### src/rtl/core/rbm_pkg.sv
package rbm_pkg;

    localparam int AddrW  = 16;
    localparam int DataW  = 8;
    localparam int KeyW   = 4;
    localparam int PhysW  = 21;
    localparam int TgtW   = 3;
    localparam int RomBkW = 7;
    localparam int RamBkW = 2;
    localparam int GrpW   = 2;

    localparam logic [DataW-1:0] LowBankMask  = 8'h1F;
    localparam logic [DataW-1:0] RamEnKey     = 8'h0A;
    localparam logic [DataW-1:0] KeyHighBits  = 8'hC0;
    localparam logic [DataW-1:0] KeyNoneValue = 8'hCF;
    localparam logic [AddrW-1:0] KeypadAddr   = 16'hFF00;
    localparam logic [AddrW-1:0] UnusableLo   = 16'hFEA0;
    localparam logic [AddrW-1:0] UnusableHi   = 16'hFEFE;

    typedef enum logic [TgtW-1:0] {
        T_ROM      = 3'd0,
        T_XRAM     = 3'd1,
        T_INTERNAL = 3'd2,
        T_KEYPAD   = 3'd3,
        T_MAPPER   = 3'd4,
        T_IGNORED  = 3'd5
    } target_t;

    typedef struct packed {
        logic [RomBkW-1:0] rom_bank_select;
        logic [RamBkW-1:0] ram_bank_select;
        logic              ram_write_enable;
        logic              banking_mode;
        logic [GrpW-1:0]   keypad_group_select;
    } bank_state_t;

    typedef struct packed {
        logic              req_type;
        logic [AddrW-1:0]  address;
        logic [DataW-1:0]  write_data;
        logic [KeyW-1:0]   action_buttons;
        logic [KeyW-1:0]   direction_buttons;
    } access_t;

    typedef struct packed {
        target_t           target;
        logic [PhysW-1:0]  physical_address;
        logic              write_enable;
        logic [DataW-1:0]  keypad_value;
    } result_t;

endpackage

### src/rtl/core/rom_ram_bank_mapper_with_keypad.sv
// an input transaction passes through the input register, then the result register, to result valid
// throughput: one transaction per cycle unless out_ready stalls, set by the single decode stage between the registers
// bank registers are written in the same cycle as the decoded result, so the next access
// sees them without a bubble
// reset: asynchronous active-low rst_n clears bank state, group select and both valid flags
module rom_ram_bank_mapper_with_keypad
    import rbm_pkg::*;
(
    input  logic              clk,
    input  logic              rst_n,

    input  logic              in_valid,
    output logic              in_ready,
    input  logic              req_type,
    input  logic [AddrW-1:0]  address,
    input  logic [DataW-1:0]  write_data,
    input  logic [KeyW-1:0]   action_buttons,
    input  logic [KeyW-1:0]   direction_buttons,

    output logic              out_valid,
    input  logic              out_ready,
    output logic [TgtW-1:0]   target,
    output logic [PhysW-1:0]  physical_address,
    output logic              write_enable,
    output logic [DataW-1:0]  keypad_value
);

    // input stage
    logic        in_valid_reg;
    access_t     acc_reg;

    // result stage
    logic        out_valid_reg;
    result_t     res_reg;

    // decode stage signals
    result_t     res_next;
    bank_state_t state;
    bank_state_t state_next;
    logic        advance;
    logic        fire;

    // result stage moves when empty or being drained
    assign advance  = !out_valid_reg || out_ready;
    // an access leaves the input register and commits its register writes
    assign fire     = in_valid_reg && advance;
    // the input register is free when empty or its contents move on this cycle
    assign in_ready = !in_valid_reg || advance;

    always_ff @(posedge clk or negedge rst_n)
    begin
        if (!rst_n)
        begin
            in_valid_reg  <= 1'b0;
            out_valid_reg <= 1'b0;
        end
        else
        begin
            if (in_ready)
            begin
                in_valid_reg <= in_valid;
            end
            if (advance)
            begin
                out_valid_reg <= in_valid_reg;
            end
        end
    end

    // payload registers, no reset needed
    always_ff @(posedge clk)
    begin
        if (in_ready && in_valid)
        begin
            acc_reg.req_type          <= req_type;
            acc_reg.address           <= address;
            acc_reg.write_data        <= write_data;
            acc_reg.action_buttons    <= action_buttons;
            acc_reg.direction_buttons <= direction_buttons;
        end
        if (fire)
        begin
            res_reg <= res_next;
        end
    end

    // address map decode and mapper register writes
    rbm_decode u_decode
    (
        .acc        (acc_reg),
        .state      (state),
        .res        (res_next),
        .state_next (state_next)
    );

    // bank, mode, ram enable and keypad group registers
    rbm_bank_regs u_bank_regs
    (
        .clk        (clk),
        .rst_n      (rst_n),
        .load       (fire),
        .state_next (state_next),
        .state      (state)
    );

    assign out_valid        = out_valid_reg;
    assign target           = res_reg.target;
    assign physical_address = res_reg.physical_address;
    assign write_enable     = res_reg.write_enable;
    assign keypad_value     = res_reg.keypad_value;

endmodule

### src/rtl/core/rbm_bank_regs.sv
module rbm_bank_regs
    import rbm_pkg::*;
(
    input  logic        clk,
    input  logic        rst_n,
    input  logic        load,
    input  bank_state_t state_next,
    output bank_state_t state
);

    bank_state_t state_reg;

    always_ff @(posedge clk or negedge rst_n)
    begin
        if (!rst_n)
        begin
            state_reg <= '0;
        end
        else if (load)
        begin
            state_reg <= state_next;
        end
    end

    assign state = state_reg;

endmodule

### src/rtl/core/rbm_decode.sv
module rbm_decode
    import rbm_pkg::*;
(
    input  access_t     acc,
    input  bank_state_t state,
    output result_t     res,
    output bank_state_t state_next
);

    logic [RomBkW-1:0] rom_bank_eff;
    logic [DataW-1:0]  low_bits;
    logic [PhysW-1:0]  rom_phys;
    logic [PhysW-1:0]  ram_phys;
    logic [PhysW-1:0]  bus_phys;
    logic              is_xram;

    always_comb
    begin
        // low five bank bits of zero read as one
        rom_bank_eff = state.rom_bank_select;
        if (rom_bank_eff[4:0] == 5'd0)
        begin
            rom_bank_eff[0] = 1'b1;
        end
        low_bits = acc.write_data & LowBankMask;
        if (low_bits == '0)
        begin
            low_bits = 8'd1;
        end
        rom_phys = {rom_bank_eff, acc.address[13:0]};
        ram_phys = {6'd0, state.ram_bank_select, acc.address[12:0]};
        bus_phys = {5'd0, acc.address};
        is_xram  = (acc.address[15:13] == 3'b101);

        res.target           = T_INTERNAL;
        res.physical_address = bus_phys;
        res.write_enable     = 1'b0;
        res.keypad_value     = '0;
        state_next           = state;

        if (!acc.req_type)
        begin
            if (!acc.address[15])
            begin
                res.target = T_ROM;
                if (acc.address[14])
                begin
                    res.physical_address = rom_phys;
                end
            end
            else if (is_xram)
            begin
                res.target           = T_XRAM;
                res.physical_address = ram_phys;
            end
            else if (acc.address == KeypadAddr)
            begin
                res.target = T_KEYPAD;
                if (!state.keypad_group_select[1])
                begin
                    res.keypad_value = KeyHighBits | 8'h10 | {4'd0, acc.action_buttons};
                end
                else if (!state.keypad_group_select[0])
                begin
                    res.keypad_value = KeyHighBits | 8'h20 | {4'd0, acc.direction_buttons};
                end
                else
                begin
                    res.keypad_value = KeyNoneValue;
                end
            end
        end
        else
        begin
            if (!acc.address[15])
            begin
                res.target = T_MAPPER;
                case (acc.address[14:13])
                    2'd0:
                    begin
                        state_next.ram_write_enable = ((acc.write_data & RamEnKey) == RamEnKey);
                    end
                    2'd1:
                    begin
                        state_next.rom_bank_select[4:0] = low_bits[4:0];
                    end
                    2'd2:
                    begin
                        if (!state.banking_mode)
                        begin
                            state_next.rom_bank_select[6:5] = acc.write_data[1:0];
                        end
                        else
                        begin
                            state_next.ram_bank_select = acc.write_data[1:0];
                        end
                    end
                    2'd3:
                    begin
                        state_next.banking_mode = acc.write_data[0];
                    end
                    default:
                    begin
                        state_next = state;
                    end
                endcase
            end
            else if (is_xram)
            begin
                res.target           = T_XRAM;
                res.physical_address = ram_phys;
                res.write_enable     = state.ram_write_enable;
            end
            else if (acc.address inside {[UnusableLo:UnusableHi]})
            begin
                res.target = T_IGNORED;
            end
            else if (acc.address == KeypadAddr)
            begin
                res.target                     = T_KEYPAD;
                state_next.keypad_group_select = acc.write_data[5:4];
            end
            else
            begin
                res.write_enable = 1'b1;
            end
        end
    end

endmodule

### config.mk
export PLATFORM = sky130hd
export DESIGN_NAME = rom_ram_bank_mapper_with_keypad
export DESIGN_NICKNAME = d
export VERILOG_FILES = /design/src/rtl/core/rbm_pkg.sv /design/src/rtl/core/rom_ram_bank_mapper_with_keypad.sv /design/src/rtl/core/rbm_bank_regs.sv /design/src/rtl/core/rbm_decode.sv
export SDC_FILE = /design/constraint.sdc
export NUM_CORES = 1
export LEC_CHECK = 0
export BUFFER_PORTS_ARGS = -buffer_cell sky130_fd_sc_hd__buf_2
export CELL_PAD_IN_SITES_DETAIL_PLACEMENT = 0
export CELL_PAD_IN_SITES_GLOBAL_PLACEMENT = 2
export CORE_MARGIN = 2
export CORE_UTILIZATION = 35
export DETAILED_ROUTE_END_ITERATION = 16
export PLACE_DENSITY = 0.73
export SETUP_SLACK_MARGIN = 0.1
export SLEW_MARGIN = 20
export SYNTH_ARGS = -nofsm -noshare
export SYNTH_HDL_FRONTEND = slang
export SYNTH_SLANG_ARGS = --single-unit
### constraint.sdc
create_clock -name clk -period 2.9 [get_ports clk]
set_clock_uncertainty 0.1 [all_clocks]
set_input_delay 0.58 -clock clk [delete_from_list [all_inputs] [get_ports clk]]
set_output_delay 0.58 -clock clk [all_outputs]
set_load 0.05 [all_outputs]
==> qor.csv <==
metric;value;unit
clock sinks;78;
IO Count;72;
leading area contributor after synthesis;edfxtp_1;
MaxCap Viol Count;0;
status;complete, no violations;
CTS resizes;0;
Period minus WS final;2.27;ns
routed len/inst;14.8;um
grt total ovfl;0;
Critical Path Sink;write_enable$_SDFFCE_PN0P_;
Peak supply drop;0.224;mV
RD Place Congestion;0.742;
Post-synth top cells;edfxtp_1, dfrtp_1, nor2_1;
GRT Total Usage;13.0;%
CTS Hold Bufs;0;
top cell type's share of synthesized area;65.3;%
Layout area overhead;23.2;%
CP bufs+invs;0;
I/O Buffers;69;
final net count;285;
Synth async-reset ratio;19.2;%
P_leak;1.40;nW
Clock H-tree levels;3;
DPL Wire Length;3680;um
Pre-antenna DRT Iters;4;
worst r2r src;acc_reg[29]$_DFFE_PP_;
Yosys reg bits;78;
crit share post-route;78.3;%
Slew HR;48.9;%
final setup fails;0;
vias per cell;4.66;
largest net degree at the start of global routing;32;
Longest Clk Path Bufs;2;
critical path depth;4;
Core Box Area;8130;sq um
die height;95.0;um
Reg-to-Reg End;write_enable$_SDFFCE_PN0P_;
total power;2.52;mW
Main synth FF type;edfxtp_1;
fraction of layout cells with a size suffix above 1;42.7;%
PD cells;706;nW/um^2
full die area;9020;sq um
Cell variety after synth;39;
Crit. Startpoint;acc_reg[29]$_DFFE_PP_;
vias in the first global route;1645;
final hold vios;0;
Worst-Skew Late Latency;0.34;ns
crit path launch type;flip-flop;
Cells after Synth;170;
CP top delay family;simple AND/OR/NAND/NOR gates;
setup TNS;0;ns
max-slew violation count;0;
worst-margin pin slew;0.760;ns
Antenna diodes;0;
worst hold slack;0.0379;ns
yosys warns;0;
number of antenna violations at the first check in global routing;0;
drc violations;0;
Max Clk Rate;440;MHz
Total Wirelength;5300;um
worst-path maximum fanout;10;
Reg clk slew, reported paths;0.09;ns
Crit path required time;2.87;ns
RSZ-0062 raised after global routing;false;
Post-CTS Setup Inserts;0;
clk root buf;clkbuf_8;
max reg flops;31;
Slowest-stage cell, CP;nor4_1;
via count;1668;
CP Data Arrival Time;2.24;ns
Area contributors post-synth;edfxtp_1, dfrtp_1, mux2_2;
CTS buffer count;9;
critical path, cell by cell;nand4_2 -> or2_4 -> nor4_1 -> o31ai_1;
Initial DRC Count;102;
Syn Area/Cell;17.0;sq um
Crit. End Element;flip-flop;
Post-synth EDFFs;63;
CTS tree;yes;
Syn Nets;207;
Std-Cell Rows;33;
Starting Density;35.6;%
register area share after synthesis;78.3;%
reg2reg setup slack;0.63;ns
worst hold path type;input port to async pin;
Post-DRT Antenna Nets;0;
Horiz. Die Dim;95.0;um
Worst R2R Path Depth;4;
max incr delay on CP;0.68;ns
first-pass GRT wire length;8320;um
count leader, synth;edfxtp_1;
Worst Path Class, Setup;flip-flop to flip-flop;
synthesized cell area;2900;sq um
==> report_power, final <==
| group | switching [mW] | internal [mW] | total, mW |
|---|---|---|---|
| clock | 0.419 | 0.409 | 0.829 |
| combinational | 0.211 | 0.0919 | 0.302 |
| sequential | 0.0570 | 1.33 | 1.39 |
==> area by class of cell <==
| type | instances | area, sq um |
|---|---|---|
| Clock buffer | 9 | 124 |
| Clock inverter | 7 | 81.3 |
| Multi-Input combinational cell | 85 | 591 |
| Timing Repair Buffer | 71 | 360 |
| Tap cell | 105 | 131 |
| Fill cell | 750 | 4570 |
| Inverter | 3 | 11.3 |
| Sequential cell | 78 | 2270 |
==> how the worst min path moves through the flow <==
stage                                from                           endpoint  slack (ns)
global route                        rst_n   u_bank_regs.state[1]$_DFFE_PN0P_        0.02
floorplan                           rst_n           in_valid_reg$_DFFE_PN0N_        0.18
detailed placement  acc_reg[26]$_DFFE_PP_     physical_address[10]$_DFFE_PP_        0.36
finish                              rst_n  u_bank_regs.state[10]$_DFFE_PN0P_        0.04
CTS                                 rst_n  u_bank_regs.state[10]$_DFFE_PN0P_        0.03
global placement    acc_reg[27]$_DFFE_PP_     physical_address[11]$_DFFE_PP_        0.36
==> metal layers <==
layer  GRT usage (%)  share of wire, %
met1            17.0                47
met2            19.2                46
met3            3.91               5.7
met4            7.25               1.6
met5               0                 0
==> cells by family (layout without fill, tap and decap cells) <==
| logic type | Yosys count | after routing | share of synthesized area, % |
|---|---|---|---|
| and+or+nand+nor | 57 | 57 | 11.8 |
| buffers and inverters | 7 | 90 | 1.30 |
| muxes | 11 | 11 | 4.54 |
| DFF | 78 | 78 | 78.3 |
| AOI/OAI and AO/OA | 17 | 17 | 4.11 |
==> worst reg2reg max path, cell delays in order, from the launching register on <==
cell,delay (ns)
edfxtp_1,0.57
nand4_2,0.18
or2_4,0.30
nor4_1,0.68
o31ai_1,0.17
==> stage by stage <==
stage / utilization, % / instance area (sq um) / worst slack (ns) / instances
floorplan: - / 2900 / 0.469 / 170
global placement: 41.3 / 3360 / 0.693 / 342
detailed placement: 41.3 / 3360 / 0.693 / 342
CTS: 43.8 / 3570 / 0.639 / 358
global route: 43.8 / 3570 / 0.530 / 358
finish: 43.8 / 3570 / 0.628 / 358
==> cell usage in the layout, fill, tap and decap left out, types with 4 or more instances in the layout <==
| cell type | netlist | routed |
|---|---|---|
| and2_1 | 7 | 7 |
| nor4_1 | 4 | 4 |
| nand2_1 | 5 | 5 |
| clkbuf_8 | 0 | 9 |
| dfrtp_1 | 15 | 15 |
| mux2_2 | 9 | 9 |
| buf_2 | 0 | 69 |
| nand3_1 | 5 | 5 |
| a21oi_1 | 4 | 4 |
| edfxtp_1 | 63 | 63 |
| nor2_1 | 12 | 12 |
No activity file was read; power rests on OpenSTA's default activity.
